File: src/npm_pkg.sv
// shared constants, register codes and curve table builder for the palette mapper
package npm_pkg;

  localparam int unsigned DEF_SAMPLE_BITS = 16;
  localparam int unsigned DEF_CURVE_BITS  = 10;

  localparam int unsigned APB_ADDR_W = 5;
  localparam int unsigned APB_DATA_W = 32;
  localparam int unsigned REG_IDX_W  = 3;
  localparam int unsigned PALETTE_W  = 4;
  localparam int unsigned GAIN_W     = 16;
  localparam int unsigned WEIGHT_W   = 17;

  // register indexes
  localparam logic [REG_IDX_W-1:0] REG_PALETTE     = 3'd0;
  localparam logic [REG_IDX_W-1:0] REG_HA_GAIN     = 3'd1;
  localparam logic [REG_IDX_W-1:0] REG_OIII_GAIN   = 3'd2;
  localparam logic [REG_IDX_W-1:0] REG_SII_GAIN    = 3'd3;
  localparam logic [REG_IDX_W-1:0] REG_HA_PRESENT  = 3'd4;
  localparam logic [REG_IDX_W-1:0] REG_SII_PRESENT = 3'd5;

  // palette codes
  localparam logic [PALETTE_W-1:0] PAL_SHO       = 4'd0;
  localparam logic [PALETTE_W-1:0] PAL_HOO       = 4'd1;
  localparam logic [PALETTE_W-1:0] PAL_HSO       = 4'd2;
  localparam logic [PALETTE_W-1:0] PAL_HOS       = 4'd3;
  localparam logic [PALETTE_W-1:0] PAL_OSS       = 4'd4;
  localparam logic [PALETTE_W-1:0] PAL_OHH       = 4'd5;
  localparam logic [PALETTE_W-1:0] PAL_OSH       = 4'd6;
  localparam logic [PALETTE_W-1:0] PAL_OHS       = 4'd7;
  localparam logic [PALETTE_W-1:0] PAL_HSS       = 4'd8;
  localparam logic [PALETTE_W-1:0] PAL_NONLINEAR = 4'd9;
  localparam logic [PALETTE_W-1:0] PAL_BLEND1    = 4'd10;
  localparam logic [PALETTE_W-1:0] PAL_BLEND2    = 4'd11;

  localparam logic [GAIN_W-1:0] GAIN_UNITY = 16'd4096;
  localparam int unsigned GAIN_FRAC = 12;

  // blend weights, q1.16 with unity as 65536
  localparam logic [WEIGHT_W-1:0] BLEND_W_ONE  = 17'd65536;
  localparam logic [WEIGHT_W-1:0] BLEND_W_HALF = 17'd32768;
  localparam logic [WEIGHT_W-1:0] BLEND_W_0P3  = 17'd19661;
  localparam logic [WEIGHT_W-1:0] BLEND_W_0P7  = 17'd45875;
  localparam logic [WEIGHT_W-1:0] BLEND_W_0P9  = 17'd58982;
  localparam int unsigned BLEND_ROUND = 32768;

  localparam logic [63:0] Q30     = 64'd1 << 30;
  localparam logic [63:0] LN2_Q30 = 64'd744261118;

  // log2 of k in q.16 by repeated squaring
  function automatic logic [63:0] log2_q16(logic [63:0] k);
    logic [63:0] p;
    logic [63:0] m;
    logic [63:0] bits;
    p    = '0;
    bits = '0;
    for (int i = 0; i < 31; i++) begin
      if (p < 64'd31 && (k >> (p + 64'd1)) != 64'd0) begin
        p = p + 64'd1;
      end
    end
    m = k << (64'd30 - p);
    for (int i = 0; i < 16; i++) begin
      m = (m * m) >> 30;
      if (m >= (Q30 << 1)) begin
        m    = m >> 1;
        bits = bits | (64'd1 << (15 - i));
      end
    end
    return (p << 16) | bits;
  endfunction

  // 2^(f/65536) in q2.30, series of e^y
  function automatic logic [63:0] exp2_frac_q30(logic [63:0] f);
    logic [63:0] y;
    logic [63:0] sum;
    logic [63:0] term;
    y    = (f * LN2_Q30) >> 16;
    sum  = Q30;
    term = Q30;
    for (int n = 1; n <= 13; n++) begin
      term = ((term * y) >> 30) / 64'(n);
      sum  = sum + term;
    end
    return sum;
  endfunction

  // one entry of the x^(1-x) curve, q1.16, for a table of 2^t + 1 entries
  function automatic logic [WEIGHT_W-1:0] curve_entry(int unsigned k, int unsigned t);
    logic [63:0] neg;
    logic [63:0] mag;
    logic [63:0] q;
    logic [63:0] r;
    logic [63:0] val;
    logic [63:0] sh;
    if (k == 0) begin
      return '0;
    end
    neg = (64'(t) << 16) - log2_q16(64'(k));
    mag = (neg * ((64'd1 << t) - 64'(k))) >> t;
    q   = mag >> 16;
    r   = mag & 64'hFFFF;
    if (r == 64'd0) begin
      val = Q30;
      sh  = q;
    end else begin
      val = exp2_frac_q30(64'd65536 - r);
      sh  = q + 64'd1;
    end
    val = (sh >= 64'd62) ? 64'd0 : (val >> sh);
    return WEIGHT_W'((val + (64'd1 << 13)) >> 14);
  endfunction

endpackage

File: src/npm_blend.sv
// two-stage weighted mix of two samples: (w*a + (1-w)*b) rounded
module npm_blend import npm_pkg::*; #(
  parameter int unsigned SAMPLE_BITS = DEF_SAMPLE_BITS
) (
  input  logic                   clk_i,
  input  logic [WEIGHT_W-1:0]    weight_i,
  input  logic [SAMPLE_BITS-1:0] op_a_i,
  input  logic [SAMPLE_BITS-1:0] op_b_i,
  output logic [SAMPLE_BITS-1:0] mix_o
);

  localparam int unsigned S      = SAMPLE_BITS;
  localparam int unsigned PROD_W = S + WEIGHT_W;
  localparam int unsigned SUM_W  = PROD_W + 1;

  logic [WEIGHT_W-1:0] weight_b;
  logic [PROD_W-1:0]   prod_a_d, prod_b_d;
  logic [PROD_W-1:0]   prod_a_q, prod_b_q;
  logic [SUM_W-1:0]    sum;
  logic [S-1:0]        mix_d, mix_q;

  always_comb begin
    weight_b = BLEND_W_ONE - weight_i;
    prod_a_d = PROD_W'(weight_i) * PROD_W'(op_a_i);
    prod_b_d = PROD_W'(weight_b) * PROD_W'(op_b_i);
  end

  // the mix never exceeds full scale, so the top bits are always clear
  always_comb begin
    sum   = SUM_W'(prod_a_q) + SUM_W'(prod_b_q) + SUM_W'(BLEND_ROUND);
    mix_d = sum[S+15:16];
  end

  always_ff @(posedge clk_i) begin
    prod_a_q <= prod_a_d;
    prod_b_q <= prod_b_d;
    mix_q    <= mix_d;
  end

  assign mix_o = mix_q;

endmodule

File: config.mk
export PLATFORM = sky130hd
export DESIGN_NAME = npm_blend
export DESIGN_NICKNAME = d
export VERILOG_FILES = /design/src/npm_pkg.sv /design/src/npm_blend.sv
export SDC_FILE = /design/constraint.sdc
export NUM_CORES = 1
export LEC_CHECK = 0
export BUFFER_PORTS_ARGS = -buffer_cell sky130_fd_sc_hd__buf_2
export CAP_MARGIN = 20
export CELL_PAD_IN_SITES_DETAIL_PLACEMENT = 0
export CELL_PAD_IN_SITES_GLOBAL_PLACEMENT = 1
export CORE_MARGIN = 2
export CORE_UTILIZATION = 25
export CTS_CLUSTER_DIAMETER = 150
export DETAILED_ROUTE_END_ITERATION = 16
export GPL_ROUTABILITY_DRIVEN = 0
export GPL_TIMING_DRIVEN = 0
export PLACE_DENSITY = 0.53
export SKIP_CTS_REPAIR_TIMING = 1
export SLEW_MARGIN = 20
export SYNTH_ARGS = -nofsm -noshare
export SYNTH_HDL_FRONTEND = slang
export SYNTH_SLANG_ARGS = --single-unit
File: constraint.sdc
create_clock -name clk_i -period 11.9 [get_ports clk_i]
set_clock_uncertainty 0.2 [all_clocks]
set_input_delay 0.595 -clock clk_i [delete_from_list [all_inputs] [get_ports clk_i]]
set_output_delay 0.595 -clock clk_i [all_outputs]
set_load 0.1 [all_outputs]
---- Word-level counts from Yosys, hierarchy flattened ----
Index checks and enable logic that the tools add are counted.
cells by class
  bitwise operators ....................... 0
  equality and inequality tests ........... 0
  div/mod/pow operators ................... 0
  mux-type cells .......................... 0
  shifts and indexed selects .............. 0
  $add $sub $neg .......................... 3
  multiply operators ...................... 2
  reduce and logical (&&, ||, !) cells .... 0
  order comparisons ....................... 0
operators by type and width
  operator                count
  $mul 17x16->32          2
  $add 32x16->32 const B  1
  $add 32x32->32          1
  $sub 17x17->17 const A  1
word-level totals
  memory bits (writable) .................. 0
  output and inout bits ................... 16
  ROM bits ................................ 0
  word-level logic and storage cells ...... 8
  input port bits ......................... 50
  register bits after elaboration ......... 80
  latch bits .............................. 0
  memories kept ........................... 0

---- Logic depth before layout (Yosys ltp) ----
  depth in word-level cells ............... 2
  depth in mapped cells ................... 31
  depth with buffers taken out ............ 28

---- Worst setup path before layout ----
OpenSTA, ideal clock, no wires.
  kind .................................... input -> register
  from .................................... in weight_i[0]
  to ...................................... reg prod_b_q[31]
  path slack .............................. 4.292 ns
  data required time ...................... 11.579 ns
  stages .................................. 30
  library setup time ...................... 0.121 ns
  data arrival time ....................... 7.286 ns
  cells stage by stage .................... clkbuf_1 > clkbuf_1 > inv_1 > ha_1 > inv_1 > nor3b_2 > nor2b_1 > xnor2_1 > clkbuf_1 > nand2_1 > fa_1 > fa_1 > inv_1 > fa_1 > fa_1 > fa_1 > inv_1 > fa_1 > inv_1 > ha_1 > clkbuf_1 > a21oi_1 > o21ai_0 > a211oi_1 > o21ai_0 > o22ai_2 > nor4_1 > or3_4 > o31ai_4 > xnor2_1
on the way
  longest elaborated chain between the ends .. 2
RTL lines
  what                    RTL line         text
  start: declaration      npm_blend.sv:6   input logic [WEIGHT_W-1:0] weight_i,
  $sub 17x17->17          npm_blend.sv:23  weight_b = BLEND_W_ONE - weight_i;
  $mul 17x16->32          npm_blend.sv:25  prod_b_d = PROD_W'(weight_b) * PROD_W'(op_b_i);
  via prod_b_d[31]        npm_blend.sv:17  logic [PROD_W-1:0] prod_a_d, prod_b_d;
  end signal: assignment  npm_blend.sv:36  prod_b_q <= prod_b_d;
  end: declaration        npm_blend.sv:18  logic [PROD_W-1:0] prod_a_q, prod_b_q;
The timed path passes the listed nets, and every way through them passes these cells.

---- Final worst setup path ----
  from .................................... in weight_i[1]
  to ...................................... reg prod_b_q[30]
Same word-level chain as after synthesis.

==> results.toml <==
[route]
drt_wl_total_um = 61100
drt_iter0_markers = 756
avgViaCountPerCell = 4.43
drtAntennaViolNets = 0
drtPass1Iterations = 5
drc = 0
vias = 15200
routedWlPerCell_um = 17.8

[synthesis]
synth_ff_type = "dfxtp_1"
post_synth_inst_count = 2302
synth-edff-count = 0
ys_types = 58
ys_seq_area_frac = 0.0771
synth_area_per_cell_um2 = 9.03
synthArstFlopShare = 0
syn_nets = 3028
synth_seq_cells = 80
synth_area_um2 = 20800
yosys_warnings = 0

[cells_and_area]
area_growth_pct = 9.24
finalNetCount = 3089
drive_gt1_frac = 0.0372
layout_common_cells = "inv_1 (504), fa_1 (414), nand2_1 (320), ha_1 (262), and2_1 (251)"
layout.cells.most_common = "inv_1"

[timing]
fin_setup_tns_ns = 0
fin_crit_ns = 10.20
worst_pin_slew_ns = 1.04
slew_headroom = 0.303
fin_crit_sh = 0.857
fmax_ghz = 0.0981
maxSlewViolCount = 0
setup_viol = 0
finalHoldViolCount = 0
rsz0062_at_grt = "false"

[worst_setup_path]
crit_type = "input pin to flip-flop"
cp-end-kind = "flip-flop"
critPathMostFrequentCell = "fa_1"
cp-start-kind = "input pin"
cp_max_fo = 10
reg2reg_slack_ns = 8.49
regToRegStartpoint = "prod_a_q[3]$_DFF_P_"
regToRegEndpoint = "mix_o[15]$_DFF_P_"
worstPathRequired_ns = 11.94
slowest_stage = "o311ai_0"
slowest_delay_ns = 0.81
ff2ff_path_depth = 11
arrival_ns = 10.24

[place]
io_buffers = 49
dp.final_hpwl_um = 51400

[min_path]
hold_class = "flip-flop to flip-flop"
worstHoldStart = "prod_b_q[31]$_DFF_P_"
hold_depth = 2
worstHoldEndpoint = "mix_o[15]$_DFF_P_"

[grt]
antenna_found_initial = 13
grt_max_degree = 13
grt_overflow = 0
grt_use_total = 0.149
grt_pass1_wl_um = 96800
grt_pass1_vias = 16800

[clocking]
cts_tree = "built"
clock_latency_ns = 0.35
path_clk_slew_ns = 0.06
clock-sinks = 80
cts_root_buf = "clkbuf_16"
clockBufferDepth = 2
numCtsBuffers = 9
htree_num_levels = 3

[die]
coreArea_um2 = 82200
die_y_um = 292
pin_count = 66
die_w_um = 292
start_util = 0.253
rows = 105
dieArea_um2 = 85400

[outcome]
status = "completed"

[run]
cap_viol_max_count = 0
## cells in the mapped netlist (3+ instances only)
cell	instances	area (um^2)
nor2_1	34	128
and3_1	9	56.3
a211o_1	6	52.6
nand2_1	320	1200
o21bai_1	9	67.6
fa_1	414	8290
nand3_1	13	65.1
o21a_1	14	105
buf_2	5	25.0
nor2b_1	8	50.1
a21o_1	18	135
and2_1	251	1570
inv_1	504	1890
nor3_1	12	60.1
ha_1	262	3280
a211oi_1	9	67.6
dfxtp_1	80	1600
a21oi_1	62	310
nand2b_1	9	56.3
a31oi_1	3	18.8
nor4_1	5	31.3
o21ai_0	25	125
xnor2_1	72	631
xor2_1	20	175
buf_1	6	22.5
clkbuf_1	79	297
nand4_1	9	56.3
o21ai_1	5	25.0
## worst max-delay path: cells and delay by family
kind	cells	cell delay [ns]
AO/OA/AOI/OAI	3	1.19
adder cells (fa/ha/maj)	8	3.57
AND/OR/NAND/NOR	6	0.99
buffers and inverters	10	2.96
XOR/XNOR	2	0.91
## per-stage QoR
stage	utilization	setup WS (ns)	instances	instance area (um^2)	hold slack [ns]
6_report	0.276	1.70	3439	22700	0.392
5_1_grt	0.276	1.27	3437	22700	0.420
4_1_cts	0.276	1.72	3436	22700	0.402
3_5_place_dp	0.272	1.40	3422	22400	0.378
3_3_place_gp	0.272	1.36	3421	22400	0.413
2_1_floorplan	-	4.29	2302	20800	0.335
## layout make-up
| cell class | instances | area [um^2] |
|---|---|---|
| multi-input combinational | 1628 | 17000 |
| buffer | 90 | 344 |
| clock inverter | 3 | 42.5 |
| sequential | 80 | 1600 |
| clock buffer | 11 | 253 |
| antenna | 3 | 7.51 |
| tap | 1070 | 1340 |
| fill | 8961 | 59500 |
| inverter | 504 | 1890 |
| timing repair buffer | 50 | 256 |
## flip-flops by register name, summed over array words and instances, names as in the netlist
signal / count
prod_a_q: 32
prod_b_q: 32
mix_o: 16
## how the worst max path moves through the flow
stage	end	start	slack (ns)
finish	prod_b_q[30]$_DFF_P_	weight_i[1]	1.70
global route	prod_b_q[31]$_DFF_P_	weight_i[1]	1.27
CTS	prod_b_q[31]$_DFF_P_	weight_i[1]	1.72
detailed placement	prod_b_q[31]$_DFF_P_	weight_i[1]	1.40
global placement	prod_b_q[31]$_DFF_P_	weight_i[1]	1.36
floorplan	prod_b_q[31]$_DFF_P_	weight_i[0]	4.29
## routing by layer
metal / routed length [um] / GRT usage / share of wire
met5: 15 / 0 / 0.00025
met4: 1170 / 0.0278 / 0.019
met3: 2770 / 0.0221 / 0.045
met2: 29400 / 0.254 / 0.48
met1: 27800 / 0.202 / 0.45
## cells by family after synthesis
family                     synth area share
AOI/OAI and AO/OA                    0.0570
xor gates and xnor gates             0.0388
adders and majority gates             0.557
buffers and inverters                 0.108
DFF                                  0.0771
muxes                              0.000482
and+or+nand+nor                       0.163
Power is not shown: default switching activity piles up to over one toggle a cycle in this logic, so the estimate is an artifact.
